**src/hw/rtl/bft_pkg.sv**
```systemverilog
// shared types, constants and a helper function for the breadth-first traversal core
package bft_pkg;

   localparam int NODES_DEFAULT = 16;
   localparam int NODES_MAX     = 64;
   localparam int NODES_MAX_W   = $clog2(NODES_MAX);

   localparam int VERTEX_W   = 4;
   localparam int ROW_W      = 16;
   localparam int REQ_DATA_W = 24;
   localparam int RSP_DATA_W = 8;

   localparam logic KIND_ROW   = 1'b0;
   localparam logic KIND_START = 1'b1;

   typedef struct packed {
      logic load_row;
      logic start;
      logic q_read;
      logic adj_read;
      logic cand_load;
      logic emit_u;
      logic scan_step;
      logic sweep_adv;
      logic emit_sweep;
   } bft_cmd_type;

   typedef struct packed {
      logic start_ok;
      logic queue_busy;
      logic cand_empty;
      logic out_free;
      logic sweep_hit;
      logic sweep_done;
   } bft_sts_type;

   function automatic logic [NODES_MAX_W-1:0] low_index(input logic [NODES_MAX-1:0] bits);
      logic [NODES_MAX_W-1:0] idx;
      idx = '0;
      for (int i = NODES_MAX - 1; i >= 0; i--) begin
         if (bits[i]) begin
            idx = NODES_MAX_W'(i);
         end
      end
      return idx;
   endfunction

endpackage

```
**src/hw/rtl/bft_ram.sv**
```systemverilog
// generic single write port, single read port ram with registered read
module bft_ram #(
   parameter int WIDTH = 16,
   parameter int DEPTH = 16,
   localparam int AW = $clog2(DEPTH)
) (
   input  logic             clock,
   input  logic             wr_en,
   input  logic [AW-1:0]    wr_addr,
   input  logic [WIDTH-1:0] wr_data,
   input  logic [AW-1:0]    rd_addr,
   output logic [WIDTH-1:0] rd_data
);

   logic [WIDTH-1:0] mem [DEPTH];
   logic [WIDTH-1:0] rd_data_ff;

   always_ff @(posedge clock) begin
      if (wr_en) begin
         mem[wr_addr] <= wr_data;
      end
      rd_data_ff <= mem[rd_addr];
   end

   assign rd_data = rd_data_ff;

endmodule

```
**src/hw/rtl/bft_ctrl.sv**
```systemverilog
// controller state machine sequencing row loads, queue pops, neighbour scans and the final sweep
module bft_ctrl (
   input  logic                 clock,
   input  logic                 reset,
   input  logic                 req_valid,
   input  logic                 req_kind,
   output logic                 req_ready,
   input  bft_pkg::bft_sts_type sts,
   output bft_pkg::bft_cmd_type cmd
);
   import bft_pkg::*;

   localparam logic [2:0] ST_IDLE  = 3'd0;
   localparam logic [2:0] ST_POP   = 3'd1;
   localparam logic [2:0] ST_FETCH = 3'd2;
   localparam logic [2:0] ST_LOAD  = 3'd3;
   localparam logic [2:0] ST_EMIT  = 3'd4;
   localparam logic [2:0] ST_SCAN  = 3'd5;
   localparam logic [2:0] ST_SWEEP = 3'd6;

   logic [2:0] state_ff;
   logic [2:0] state_in;

   assign req_ready = (state_ff == ST_IDLE);

   always_comb begin
      cmd      = '0;
      state_in = state_ff;
      case (state_ff)
         ST_IDLE: begin
            if (req_valid) begin
               if (req_kind == KIND_ROW) begin
                  cmd.load_row = 1'b1;
               end else begin
                  cmd.start = 1'b1;
                  state_in  = sts.start_ok ? ST_POP : ST_SWEEP;
               end
            end
         end
         ST_POP: begin
            if (sts.queue_busy) begin
               cmd.q_read = 1'b1;
               state_in   = ST_FETCH;
            end else begin
               state_in = ST_SWEEP;
            end
         end
         ST_FETCH: begin
            cmd.adj_read = 1'b1;
            state_in     = ST_LOAD;
         end
         ST_LOAD: begin
            cmd.cand_load = 1'b1;
            state_in      = ST_EMIT;
         end
         ST_EMIT: begin
            if (sts.out_free) begin
               cmd.emit_u = 1'b1;
               state_in   = ST_SCAN;
            end
         end
         ST_SCAN: begin
            if (sts.cand_empty) begin
               state_in = ST_POP;
            end else begin
               cmd.scan_step = 1'b1;
            end
         end
         ST_SWEEP: begin
            if (!sts.sweep_hit || sts.out_free) begin
               cmd.sweep_adv  = 1'b1;
               cmd.emit_sweep = sts.sweep_hit;
               if (sts.sweep_done) begin
                  state_in = ST_IDLE;
               end
            end
         end
         default: begin
            state_in = ST_IDLE;
         end
      endcase
   end

   always_ff @(posedge clock) begin
      if (reset) begin
         state_ff <= ST_IDLE;
      end else begin
         state_ff <= state_in;
      end
   end

endmodule

```
**src/hw/rtl/bft_dp.sv**
```systemverilog
// datapath: adjacency store, visit queue, visited flags, neighbour encoder and result register
module bft_dp #(
   parameter int NODES = bft_pkg::NODES_DEFAULT,
   localparam int VW = $clog2(NODES)
) (
   input  logic                          clock,
   input  logic                          reset,
   input  bft_pkg::bft_cmd_type          cmd,
   output bft_pkg::bft_sts_type          sts,
   input  logic [bft_pkg::VERTEX_W-1:0]  req_row_index,
   input  logic [bft_pkg::ROW_W-1:0]     req_row_bits,
   input  logic [bft_pkg::VERTEX_W-1:0]  req_start_vertex,
   input  logic                          rsp_ready,
   output logic                          rsp_valid,
   output logic [bft_pkg::VERTEX_W-1:0]  rsp_vertex,
   output logic                          rsp_last
);
   import bft_pkg::*;

   logic [NODES-1:0]    visited_ff;
   logic [NODES-1:0]    row_valid_ff;
   logic [NODES-1:0]    cand_ff;
   logic [VW:0]         head_ff;
   logic [VW:0]         tail_ff;
   logic [VW-1:0]       u_ff;
   logic [VW-1:0]       sweep_ff;
   logic [VW-1:0]       cnt_ff;
   logic                adj_ok_ff;
   logic                rsp_valid_ff;
   logic [VERTEX_W-1:0] rsp_vertex_ff;
   logic                rsp_last_ff;

   logic             start_ok;
   logic             row_ok;
   logic             out_free;
   logic [VW-1:0]    start_idx;
   logic [VW-1:0]    row_idx;
   logic [VW-1:0]    next_vertex;
   logic [NODES-1:0] low_bit;
   logic             q_we;
   logic [VW-1:0]    q_waddr;
   logic [VW-1:0]    q_wdata;
   logic [VW-1:0]    q_rdata;
   logic [NODES-1:0] adj_rdata;
   logic             emit;

   assign start_ok    = (32'(req_start_vertex) < NODES);
   assign row_ok      = (32'(req_row_index) < NODES);
   assign start_idx   = VW'(req_start_vertex);
   assign row_idx     = VW'(req_row_index);
   assign out_free    = !rsp_valid_ff || rsp_ready;
   assign next_vertex = VW'(low_index(NODES_MAX'(cand_ff)));
   assign low_bit     = cand_ff & ~(cand_ff - NODES'(1));
   assign emit        = cmd.emit_u || cmd.emit_sweep;

   assign q_we    = (cmd.start && start_ok) || cmd.scan_step;
   assign q_waddr = cmd.start ? '0 : tail_ff[VW-1:0];
   assign q_wdata = cmd.start ? start_idx : next_vertex;

   bft_ram #(
      .WIDTH (VW),
      .DEPTH (NODES)
   ) u_queue (
      .clock   (clock),
      .wr_en   (q_we),
      .wr_addr (q_waddr),
      .wr_data (q_wdata),
      .rd_addr (head_ff[VW-1:0]),
      .rd_data (q_rdata)
   );

   bft_ram #(
      .WIDTH (NODES),
      .DEPTH (NODES)
   ) u_adj (
      .clock   (clock),
      .wr_en   (cmd.load_row && row_ok),
      .wr_addr (row_idx),
      .wr_data (NODES'(req_row_bits)),
      .rd_addr (q_rdata),
      .rd_data (adj_rdata)
   );

   always_ff @(posedge clock) begin
      if (reset) begin
         visited_ff   <= '0;
         row_valid_ff <= '0;
         head_ff      <= '0;
         tail_ff      <= '0;
         sweep_ff     <= '0;
         cnt_ff       <= '0;
         rsp_valid_ff <= 1'b0;
      end else begin
         if (cmd.load_row && row_ok) begin
            row_valid_ff[row_idx] <= 1'b1;
         end
         if (cmd.start) begin
            visited_ff <= start_ok ? (NODES'(1) << start_idx) : '0;
            head_ff    <= '0;
            tail_ff    <= start_ok ? (VW+1)'(1) : '0;
            sweep_ff   <= '0;
            cnt_ff     <= '0;
         end
         if (cmd.q_read) begin
            head_ff <= head_ff + (VW+1)'(1);
         end
         if (cmd.scan_step) begin
            visited_ff <= visited_ff | low_bit;
            tail_ff    <= tail_ff + (VW+1)'(1);
         end
         if (cmd.sweep_adv) begin
            sweep_ff <= sweep_ff + VW'(1);
         end
         if (emit) begin
            cnt_ff       <= cnt_ff + VW'(1);
            rsp_valid_ff <= 1'b1;
         end else if (rsp_ready) begin
            rsp_valid_ff <= 1'b0;
         end
      end
   end

   always_ff @(posedge clock) begin
      adj_ok_ff <= row_valid_ff[q_rdata];
      if (cmd.adj_read) begin
         u_ff <= q_rdata;
      end
      if (cmd.cand_load) begin
         cand_ff <= (adj_ok_ff ? adj_rdata : '0) & ~visited_ff;
      end
      if (cmd.scan_step) begin
         cand_ff <= cand_ff & (cand_ff - NODES'(1));
      end
      if (emit) begin
         rsp_vertex_ff <= cmd.emit_u ? VERTEX_W'(u_ff) : VERTEX_W'(sweep_ff);
         rsp_last_ff   <= (cnt_ff == VW'(NODES - 1));
      end
   end

   assign sts.start_ok   = start_ok;
   assign sts.queue_busy = (head_ff != tail_ff);
   assign sts.cand_empty = (cand_ff == '0);
   assign sts.out_free   = out_free;
   assign sts.sweep_hit  = !visited_ff[sweep_ff];
   assign sts.sweep_done = (sweep_ff == VW'(NODES - 1));

   assign rsp_valid  = rsp_valid_ff;
   assign rsp_vertex = rsp_vertex_ff;
   assign rsp_last   = rsp_last_ff;

endmodule

```
**src/hw/rtl/breadth_first_traversal_core.sv**
```systemverilog
// breadth-first traversal over an adjacency matrix of row bitmasks
//
// req channel: one transfer either loads one adjacency row (tuser 0) or starts a traversal
// (tuser 1) from start_vertex. a row load gives no result; rows at or above NODES are
// ignored and row bits at or above NODES are dropped.
// rsp channel: exactly NODES transfers follow each start, vertices in visit order and then
// every unvisited vertex in ascending order; tlast marks the final one.
// each vertex popped from the queue passes through a queue read, an adjacency read, a
// candidate load and an emit step, then a scan in which the priority encoder enqueues one
// newly found neighbour per cycle before the scan is left; the closing sweep checks one
// vertex per cycle unless an unvisited vertex waits for a busy output register.
// req_tready is high only between traversals; a new start is taken while the last result
// still waits in the output register.
// reset clears the adjacency rows (per-row valid flags), the queue pointers and the output
// valid flag. when the receiver stalls, the result is held and the traversal waits before its
// next emission.
module breadth_first_traversal_core #(
   parameter int NODES = bft_pkg::NODES_DEFAULT
) (
   input  logic                           clock,
   input  logic                           reset,
   input  logic                           req_tvalid,
   output logic                           req_tready,
   // row_index [3:0], row_bits [19:4], start_vertex [23:20]
   input  logic [bft_pkg::REQ_DATA_W-1:0] req_tdata,
   // kind
   input  logic                           req_tuser,
   output logic                           rsp_tvalid,
   input  logic                           rsp_tready,
   // vertex [3:0], zero padding [7:4]
   output logic [bft_pkg::RSP_DATA_W-1:0] rsp_tdata,
   output logic                           rsp_tlast
);
   import bft_pkg::*;

   bft_cmd_type         cmd;
   bft_sts_type         sts;
   logic [VERTEX_W-1:0] rsp_vertex;

   bft_ctrl u_ctrl (
      .clock     (clock),
      .reset     (reset),
      .req_valid (req_tvalid),
      .req_kind  (req_tuser),
      .req_ready (req_tready),
      .sts       (sts),
      .cmd       (cmd)
   );

   bft_dp #(
      .NODES (NODES)
   ) u_dp (
      .clock            (clock),
      .reset            (reset),
      .cmd              (cmd),
      .sts              (sts),
      .req_row_index    (req_tdata[VERTEX_W-1:0]),
      .req_row_bits     (req_tdata[VERTEX_W+ROW_W-1:VERTEX_W]),
      .req_start_vertex (req_tdata[REQ_DATA_W-1:VERTEX_W+ROW_W]),
      .rsp_ready        (rsp_tready),
      .rsp_valid        (rsp_tvalid),
      .rsp_vertex       (rsp_vertex),
      .rsp_last         (rsp_tlast)
   );

   assign rsp_tdata = RSP_DATA_W'(rsp_vertex);

endmodule

```
**config.mk**
```make
export PLATFORM = sky130hd
export DESIGN_NAME = breadth_first_traversal_core
export DESIGN_NICKNAME = d
export VERILOG_FILES = /design/src/hw/rtl/bft_pkg.sv /design/src/hw/rtl/bft_ram.sv /design/src/hw/rtl/bft_ctrl.sv /design/src/hw/rtl/bft_dp.sv /design/src/hw/rtl/breadth_first_traversal_core.sv
export SDC_FILE = /design/constraint.sdc
export NUM_CORES = 1
export LEC_CHECK = 0
export BUFFER_PORTS_ARGS = -buffer_cell sky130_fd_sc_hd__buf_2
export CAP_MARGIN = 10
export CORE_MARGIN = 2
export CORE_UTILIZATION = 55
export DETAILED_ROUTE_END_ITERATION = 7
export GPL_TIMING_DRIVEN = 0
export PLACE_DENSITY = 0.82
export SYNTH_ARGS = -nofsm -noshare
export SYNTH_HDL_FRONTEND = slang
export SYNTH_HIERARCHICAL = 1
export SYNTH_SLANG_ARGS = --single-unit
```
**constraint.sdc**
```tcl
create_clock -name clock -period 2.95 [get_ports clock]
set_input_delay 0.59 -clock clock [delete_from_list [all_inputs] [get_ports clock]]
set_output_delay 0.59 -clock clock [all_outputs]
set_load 0.005 [all_outputs]
```
==> results.py, run 1 <==
metrics = {
    "status": {
        "status": "complete, no violations",
    },
    "critical_path": {
        "cp.arrival_ps": 3080,
        "crit_required_ps": 3190,
        "crit_family": "simple AND/OR/NAND/NOR gates",
        "path_cells": "buf_2 -> nor3_4 -> and3b_1 -> nand3b_1 -> nor3_2 -> buf_6",
        "critical_path_buf_inv_count": 2,
        "start_kind": "flop",
        "cp_max_fo": 11,
        "crit_type": "flop to flop",
        "slowest_delay_ps": 660,
        "cp_slowest_cell": "nor3_2",
        "end_kind": "flop",
    },
    "synthesis": {
        "synthTopCellsByArea": "edfxtp_1 (61%), dfxtp_1 (8.8%), mux4_2 (8.6%)",
        "synthCells": 1030,
        "synth_top_area_cell": "edfxtp_1",
        "synth_enable_flop_cells": 345,
        "synth_top_area_share_pct": 61.0,
        "synth.cell_area_mm2": 0.0170,
        "yosysSeqAreaShare_pct": 69.9,
        "synth-main-ff-cell": "edfxtp_1",
        "syn_area_per_cell_um2": 16.5,
        "synth.distinct_cells": 64,
        "synth_warnings": 6,
        "postSynthRegisterBits": 420,
        "synth-async-reset-ratio_pct": 0,
    },
    "pwr": {
        "internal_power_mw": 11.3,
        "power_mw": 15.3,
        "p_sw_mw": 4.03,
        "power.density_mw_per_mm2": 779,
        "ir_drop_uv": 755,
        "p_sw_share_pct": 26.3,
        "leakage_nw": 6.54,
        "p_seq_share_pct": 46.1,
        "comb_power_share_pct": 17.0,
        "pwr-share-clk_pct": 36.9,
    },
    "finish": {
        "drive_above_1_share_pct": 23.4,
        "stdcell_count": 1563,
        "n_antenna_cell": 0,
        "fin_area_mm2": 0.0197,
        "final_nets": 1167,
        "final_util_pct": 64.5,
        "area_growth_pct": 16.0,
    },
    "worst_hold_path": {
        "hold_class": "input pin to flop",
    },
    "placed_design": {
        "postPlaceCellArea_mm2": 0.0180,
        "dpl_worst_slack_ps": -749,
        "gp_congestion": 0.883,
        "dp.cells": 1482,
        "dp_hpwl_um": 24800,
        "port_buffers": 35,
    },
    "cts": {
        "tritoncts": "yes",
        "clk_pin_slew_ps": 60,
        "clock_latency_ps": 570,
        "ctsHoldBuffers": 0,
        "cts_root_buf": "clkbuf_16",
        "cts_buffers": 41,
        "cts-htree-levels": 2,
        "clockBufferDepth": 3,
        "clock-sinks": 420,
    },
    "floorplan": {
        "start_util_pct": 55.6,
        "num_rows": 64,
        "io_pins": 40,
        "die_h_um": 180,
        "core_mm2": 0.0305,
        "chipWidth_um": 180,
        "die_area_mm2": 0.0323,
    },
    "timing": {
        "whs_ps": 315,
        "slew_viol_final": 0,
        "max_freq_mhz": 353,
        "setup_viol": 0,
        "period_minus_slack_ps": 2840,
        "fin_crit_sh_pct": 96.2,
        "timing.final.ws_setup_ps": 114,
        "fin_skew_ps": 40.1,
        "fin_setup_tns_ps": 0,
        "hold_viol": 0,
        "slew_headroom_pct": 39.9,
        "worst_slew_pin_slew_ps": 902,
    },
    "drt": {
        "wire_per_inst_um": 25.5,
        "vias": 10100,
        "first_pass_iters": 5,
        "post_drt_via_cell_ratio": 6.44,
        "drc_errors": 0,
        "ant_nets": 0,
        "totalWireLength_um": 39800,
        "drt_iter0_drc": 1070,
    },
    "global_routing": {
        "grt_max_degree": 17,
        "overflow": 0,
        "antenna_found_initial": 0,
        "grt_pass1_wl_um": 60900,
        "grt_util_all_layers_pct": 24.6,
        "grt_pass1_vias": 10100,
    },
    "flow_run": {
        "cap_violations": 0,
    },
}
-- cells in the final DEF, fill, tap and decap left out, types with 10 or more instances in the layout --
cell,netlist,final
nor3_1,31,23
nor2_1,83,66
mux4_1,24,24
nand2b_1,10,10
a22oi_1,38,37
buf_6,7,11
edfxtp_1,345,345
inv_1,13,12
a31oi_1,10,10
nor2_2,0,12
clkbuf_1,31,33
o21ai_0,14,14
a21oi_1,43,43
buf_4,9,18
clkbuf_16,0,42
buf_2,7,43
nand3_1,26,26
dfxtp_1,75,75
mux4_2,65,65
o32ai_1,11,11
nor2b_1,18,16
nand2_1,52,52
-- per-layer routing --
metal  part of all wire (%)  up-vias  global-route usage, %  wire, µm
met5                      0        -                      0         0
met2                     51      590                   42.0     20500
met1                     37     5060                   32.4     14700
met3                    9.0       95                   4.23      3590
met4                    2.7        0                   8.20      1080
li1                       -     4320                      -         -
-- cell families after synthesis --
kind of cell / after synthesis / share of synthesized area [%]
AOI/OAI and AO/OA: 150 / 5.96
xor gates and xnor gates: 8 / 0.413
adders and majority gates: 4 / 0.295
buffers and inverters: 77 / 2.37
DFF: 420 / 69.9
muxes: 99 / 13.0
other: 2 / 0.0442
and+or+nand+nor: 270 / 8.06
-- final cells by class --
cell class	instances	area, µm²
multi-input combinational	536	4900
sequential	420	11900
timing repair buffer	60	538
tap	396	495
fill	1987	10800
clock buffer	53	1100
clock inverter	23	380
buffer	60	353
inverter	15	56.3
-- state kept, by name (all words and copies together) (netlist names), 5 cells and up --
signal	flops
u_dp/cand_ff	16
u_dp/head_ff	5
u_dp/u_adj/mem	256
u_dp/row_valid_ff	16
u_dp/visited_ff	16
u_dp/tail_ff	5
u_dp/u_queue/mem	64
u_dp/u_adj/rd_data	16
-- power groups by stage --
stage	combinational [mW]	sequential (mW)	clock, mW
after floorplan	1.70	7.11	0
after global placement	2.30	7.18	0
after detailed placement	2.44	7.19	0
after CTS	2.51	7.07	5.70
after global routing	2.77	7.11	5.94
final	2.60	7.08	5.66
-- cell usage after synthesis, drive strengths merged, types with 7 or more instances --
cell / n
a211oi: 7
a21oi: 44
a22oi: 38
a311oi: 8
a31oi: 10
buf: 30
clkbuf: 32
dfxtp: 75
edfxtp: 345
inv: 15
mux4: 89
nand2: 52
nand2b: 10
nand3: 27
nand3b: 9
nor2: 83
nor2b: 18
nor3: 31
nor3b: 9
o21ai: 14
o32ai: 11
-- timing repair --
item | 4_1_cts | 5_1_grt
setup buffers | 0 | 7
pin swaps | 1 | 4
gates resized for setup | 17 | 22
hold endpoints to repair | 0 | 0
endpoints found under the setup margin | 190 | 174
-- worst paths after layout --
kind,from,to,slack [ps],cells past startpoint
worst max-delay path,u_ctrl/state_ff[2]$_SDFFE_PP0P_,u_dp/u_adj/mem[4][2]$_DFFE_PP_,110,6
worst min-delay path,reset,u_ctrl/state_ff[2]$_SDFFE_PP0P_,320,2
worst max register to register,u_ctrl/state_ff[2]$_SDFFE_PP0P_,u_dp/u_adj/mem[4][2]$_DFFE_PP_,110,6
worst min register to register,u_dp/row_valid_ff[1]$_SDFFE_PP0P_,u_dp/row_valid_ff[1]$_SDFFE_PP0P_,470,2
No activity file was read; power rests on OpenSTA's default activity.
==> inputs of run 2 (changes only) <==
BUFFER_PORTS_ARGS = not set   (was -buffer_cell sky130_fd_sc_hd__buf_2)
DONT_BUFFER_PORTS = 1   (was not set)
PLACE_DENSITY = 0.81   (was 0.82)
==> run 2 against run 1 <==
  * Maximum frequency shrank 0.63%
  * Critical path depth grew 2
  * Design area shrank 1.7%
  * Final cell count shrank 2.4%
  * Register-to-register slack lost 20 ps
  * Utilization shrank 1.1 points
  * Via count shrank 4.9%
  * Clock power shrank 7.2%
  * Global-route usage shrank 1.7 points
  * Highest routed layer is now met5
==> results.py, run 2 (synthesis results as in run 1) <==
metrics = {
    "status": {
        "status": "complete, no violations",
    },
    "drt": {
        "drc_errors": 0,
        "vias": 9568,
        "totalWireLength_um": 37200,
        "first_pass_iters": 5,
        "drt_iter0_drc": 910,
        "wire_per_inst_um": 24.4,
        "ant_nets": 0,
        "post_drt_via_cell_ratio": 6.27,
    },
    "cts": {
        "tritoncts": "yes",
        "cts-htree-levels": 2,
        "clockBufferDepth": 3,
        "ctsHoldBuffers": 0,
        "clock-sinks": 420,
        "cts_root_buf": "clkbuf_16",
        "cts_buffers": 42,
        "clk_pin_slew_ps": 60,
        "clock_latency_ps": 540,
    },
    "critical_path": {
        "crit_required_ps": 3210,
        "rrSetupSlack_ps": 100,
        "cp_common_cell": "clkbuf_2",
        "cp_slowest_cell": "edfxtp_1",
        "crit_type": "flop to flop",
        "cp_max_fo": 16,
        "reg2reg_depth": 8,
        "r2r-end": "u_dp/cand_ff[4]$_DFFE_PP_",
        "slowest_delay_ps": 500,
        "start_kind": "flop",
        "r2r-start": "u_dp/cand_ff[10]$_DFFE_PP_",
        "end_kind": "flop",
        "path_cells": "nor4_4 -> nand4_1 -> nor2_2 -> nor4b_2 -> clkbuf_4 -> clkbuf_2 -> clkbuf_2 -> or2_4",
        "cp.arrival_ps": 3120,
    },
    "finish": {
        "largest_register_ffs": 256,
        "final_nets": 1133,
        "stdcell_count": 1525,
        "final_common_cell": "edfxtp_1",
        "largest-register": "u_dp/u_adj/mem",
        "drive_above_1_share_pct": 20.6,
        "largestRegisters": "u_dp/u_adj/mem: 256 flops, u_dp/u_queue/mem: 64 flops",
        "final_util_pct": 63.4,
        "most-common-layout-cells": "edfxtp_1 (345), dfxtp_1 (75), nor2_1 (66)",
        "area_growth_pct": 14.0,
        "fillers": 2006,
    },
    "global_routing": {
        "grt_util_all_layers_pct": 23.0,
        "busiest_layer": "met2",
        "met1_usage_pct": 28.7,
        "overflow": 0,
        "antenna_found_initial": 3,
        "met3_usage_pct": 5.47,
        "grt_pass1_wl_um": 56600,
        "grt_max_degree": 17,
        "met2_usage_pct": 39.2,
        "grt_pass1_vias": 9725,
    },
    "placed_design": {
        "gp_congestion": 0.885,
        "dp.cells": 1447,
        "dp_hpwl_um": 24400,
        "port_buffers": 0,
    },
    "timing": {
        "worst_slew_pin_slew_ps": 908,
        "hold_viol": 0,
        "period_minus_slack_ps": 2850,
        "max_freq_mhz": 350,
        "slew_viol_final": 0,
        "rsz0062_at_grt": "yes",
        "whs_ps": 132,
        "fin_crit_sh_pct": 96.8,
        "fin_skew_ps": 12.8,
        "setup_viol": 0,
        "slew_headroom_pct": 38.8,
    },
    "floorplan": {
        "die_area_mm2": 0.0323,
        "chipWidth_um": 180,
        "die_h_um": 180,
        "start_util_pct": 55.6,
        "num_rows": 64,
        "core_mm2": 0.0305,
        "io_pins": 40,
    },
    "pwr": {
        "leakage_nw": 6.33,
        "ir_drop_uv": 600,
        "power.density_mw_per_mm2": 763,
    },
    "worst_hold_path": {
        "hold_start": "reset",
        "hold_depth": 1,
        "hold_class": "input pin to flop",
        "whs_endpoint": "u_ctrl/state_ff[2]$_SDFFE_PP0P_",
    },
    "flow_run": {
        "cap_violations": 0,
    },
}
==> run 2: worst max path at each step <==
| stage | start | endpoint | slack, ps | cells past startpoint |
|---|---|---|---|---|
| after floorplan | u_ctrl/state_ff[2]$_SDFFE_PP0P_ | u_dp/u_queue/mem[0][0]$_DFFE_PP_ | 100 | 8 |
| after global placement | u_ctrl/state_ff[2]$_SDFFE_PP0P_ | u_dp/u_adj/mem[8][9]$_DFFE_PP_ | -1540 | 5 |
| after detailed placement | u_ctrl/state_ff[2]$_SDFFE_PP0P_ | u_dp/u_queue/mem[3][0]$_DFFE_PP_ | -810 | 8 |
| after CTS | u_ctrl/state_ff[2]$_SDFFE_PP0P_ | u_dp/u_queue/mem[0][1]$_DFFE_PP_ | -4 | 8 |
| after global routing | u_ctrl/state_ff[2]$_SDFFE_PP0P_ | u_dp/u_queue/mem[4][2]$_DFFE_PP_ | -20 | 8 |
| final | u_dp/cand_ff[10]$_DFFE_PP_ | u_dp/cand_ff[4]$_DFFE_PP_ | 100 | 8 |
==> run 2: what timing repair did <==
item / 4_1_cts / 5_1_grt
setup buffers: 0 / 7
resized for setup: 28 / 7
hold endpoints to repair: 0 / 0
pin swaps: 0 / 5
cloned: 0 / 0
endpoints found under the setup margin: 224 / 96
==> run 2: layer usage <==
| layer | share of wire [%] | wire length, µm | up-vias |
|---|---|---|---|
| li1 | - | - | 4239 |
| met1 | 38 | 14000 | 4765 |
| met2 | 51 | 18900 | 457 |
| met3 | 8.1 | 3010 | 103 |
| met4 | 3.4 | 1280 | 4 |
| met5 | 0.072 | 27 | - |
==> run 2: area by class of cell <==
class                      instances  area, µm²  share of cell area (%)
sequential                       420      11900                    61.3
antenna                            1       2.50                  0.0129
clock buffer                      53       1120                    5.80
tap                              396        495                    2.56
inverter                          15       56.3                   0.291
clock inverter                    19        233                    1.20
timing repair buffer              25        350                    1.81
buffer                            60        355                    1.84
multi-input combinational        536       4880                    25.2
==> run 2: critical path, delay by kind of cell, from the launching register on <==
kind,cells,cell delay (ps)
buffers and inverters,3,690
and+or+nand+nor,5,1380
DFF,1,500
==> run 2: per-stage QoR <==
stage | setup WS (ps) | TNS (ps) | area (µm²) | total power, mW
after floorplan | 95.1 | 0 | 17000 | 8.81
after global placement | -1540 | -258170 | 17500 | 9.39
after detailed placement | -814 | -72310 | 17900 | 9.52
after CTS | -3.91 | -3.91 | 19300 | 14.8
after global routing | -20.1 | -207 | 19400 | 15.3
final | 95.5 | 0 | 19400 | 14.8
==> run 2: power breakdown <==
group	internal [mW]	switching, mW
clock network	3.13	2.12
logic	1.02	1.42
registers	6.86	0.227
==> inputs of run 3 (changes only) <==
PLACE_DENSITY = 0.78   (was 0.81)
RECOVER_POWER = 50   (was not set)
clock period = 3.1 ns   (was 2.95 ns; I/O delays follow)
==> run 3 against run 2 <==
  * Design area down 0.68%
  * Total power down 5.2%
  * Setup slack better by 40 ps
  * Non-clock buffer count down 5
  * Final cell count down 0.39%
  * Highest routed layer is now met4
  * Critical endpoint is now u_dp/u_adj/mem[0][12]$_DFFE_PP_
  * Clock-buffer cell count unchanged
  * Clock power down 5.1%
  * Combinational power down 6%
  * Sequential power down 4.9%
  * Clock skew up 15 ps
==> results.py, run 3 (synthesis results as in run 1) <==
metrics = {
    "status": {
        "status": "complete, no violations",
    },
    "critical_path": {
        "cp_max_fo": 10,
        "crit_start": "u_ctrl/state_ff[2]$_SDFFE_PP0P_",
        "end_kind": "flop",
        "crit_type": "flop to flop",
        "rrSetupSlack_ps": 140,
        "start_kind": "flop",
        "crit_required_ps": 3340,
        "r2r-start": "u_ctrl/state_ff[2]$_SDFFE_PP0P_",
        "cp.arrival_ps": 3210,
    },
    "floorplan": {
        "start_util_pct": 55.6,
        "chipWidth_um": 180,
        "die_h_um": 180,
        "core_mm2": 0.0305,
        "num_rows": 64,
        "die_area_mm2": 0.0323,
        "io_pins": 40,
    },
    "worst_hold_path": {
        "hold_start": "req_tdata[11]",
        "hold_class": "input pin to flop",
    },
    "finish": {
        "final_nets": 1127,
        "drive_above_1_share_pct": 18.8,
        "most-common-layout-cells": "edfxtp_1 (345), dfxtp_1 (75), nor2_1 (71)",
        "largestRegisters": "u_dp/u_adj/mem: 256 flops, u_dp/u_queue/mem: 64 flops",
        "fin_area_mm2": 0.0192,
        "final_common_cell": "edfxtp_1",
        "final_util_pct": 63.0,
        "largest-register": "u_dp/u_adj/mem",
        "n_antenna_cell": 0,
        "area_growth_pct": 13.3,
        "fillers": 2056,
        "largest_register_ffs": 256,
    },
    "cts": {
        "clock_latency_ps": 560,
        "cts_root_buf": "clkbuf_16",
        "cts-htree-levels": 2,
        "tritoncts": "yes",
        "clock-sinks": 420,
        "clockBufferDepth": 3,
        "ctsHoldBuffers": 0,
        "cts_buffers": 41,
        "clk_pin_slew_ps": 60,
    },
    "drt": {
        "drt_iter0_drc": 828,
        "totalWireLength_um": 37800,
        "drc_errors": 0,
        "vias": 9723,
        "ant_nets": 0,
        "post_drt_via_cell_ratio": 6.40,
        "wire_per_inst_um": 24.9,
        "first_pass_iters": 6,
    },
    "pwr": {
        "ir_drop_uv": 520,
        "comb_power_share_pct": 16.3,
        "internal_power_mw": 10.4,
        "p_seq_share_pct": 48.1,
        "leakage_nw": 6.25,
        "pwr-share-clk_pct": 35.5,
        "p_sw_share_pct": 26.0,
        "power_mw": 14.0,
        "power.density_mw_per_mm2": 729,
        "p_sw_mw": 3.65,
    },
    "global_routing": {
        "grt_pass1_vias": 9721,
        "grt_max_degree": 17,
        "grt_util_all_layers_pct": 23.5,
        "grt_pass1_wl_um": 57800,
        "overflow": 0,
        "antenna_found_initial": 0,
    },
    "timing": {
        "slew_headroom_pct": 40.2,
        "period_minus_slack_ps": 2960,
        "fin_skew_ps": 28.2,
        "max_freq_mhz": 337,
        "worst_slew_pin_slew_ps": 897,
        "slew_viol_final": 0,
        "setup_viol": 0,
        "rsz0062_at_grt": "no",
        "whs_ps": 152,
        "fin_crit_sh_pct": 95.6,
        "hold_viol": 0,
        "fin_setup_tns_ps": 0,
    },
    "placed_design": {
        "postPlaceCellArea_mm2": 0.0178,
        "port_buffers": 0,
        "gp_congestion": 0.891,
        "dp_hpwl_um": 24400,
    },
    "flow_run": {
        "cap_violations": 0,
    },
}
## run 3: cell types whose count changed in the layout (fill, tap and decap cells not counted), moves of 3 or more
cell,before,now
nor2_2,14,10
clkbuf_1,32,41
buf_1,4,1
nor2_1,66,71
buf_4,18,10
clkinv_2,4,1
## run 3: path summary, 6_finish.rpt
kind,end,cells after the start
max,u_dp/u_adj/mem[0][12]$_DFFE_PP_,6
min,u_dp/u_adj/mem[1][7]$_DFFE_PP_,0
max reg2reg,u_dp/u_adj/mem[0][12]$_DFFE_PP_,6
min reg2reg,u_dp/row_valid_ff[1]$_SDFFE_PP0P_,2
## run 3: per-layer routing
metal | vias up | track usage, % | routed length, µm
met5 | - | 0 | 0
li1 | 4230 | - | -
met2 | 463 | 40.4 | 19300
met1 | 4936 | 30.3 | 14400
met4 | 0 | 8.36 | 1210
met3 | 94 | 4.17 | 2870
## run 3: power groups by stage
| stage | logic (mW) | registers (mW) | clock network [mW] |
|---|---|---|---|
| 6_report | 2.29 | 6.74 | 4.98 |
| 5_1_grt | 2.45 | 6.77 | 5.27 |
| 4_1_cts | 2.27 | 6.73 | 5.05 |
| 3_5_place_dp | 2.21 | 6.85 | 0 |
| 3_3_place_gp | 2.11 | 6.84 | 0 |
| 2_1_floorplan | 1.61 | 6.77 | 0 |
## run 3: area by class of cell
| type | instances | area, µm² | area share [%] |
|---|---|---|---|
| sequential | 420 | 11900 | 61.7 |
| multi-input combinational | 536 | 4840 | 25.2 |
| clock buffer | 53 | 1080 | 5.62 |
| tap | 396 | 495 | 2.58 |
| buffer | 60 | 349 | 1.82 |
| timing repair buffer | 20 | 272 | 1.41 |
| clock inverter | 19 | 268 | 1.39 |
| inverter | 15 | 56.3 | 0.293 |
## run 3: timing repair
| action | CTS | global route |
|---|---|---|
| setup endpoints to repair | 160 | 127 |
| resized for setup | 16 | 13 |
| endpoints found under the hold margin | 0 | 0 |
| setup buffers | 0 | 1 |
## run 3: worst max-delay path, cell delays in order (launching register included)
cell     delay, ps
dfxtp_1        350
buf_2          210
nor3_4         250
and3b_1        460
or3b_2         600
nor3_4         540
buf_8          250
## run 3: stage by stage
stage / instances / setup WS (ps)
floorplan: 1033 / 103
finish: 1519 / 136
detailed placement: 1448 / -802
global placement: 1429 / -1460
global route: 1519 / 21.1
CTS: 1520 / -25.3
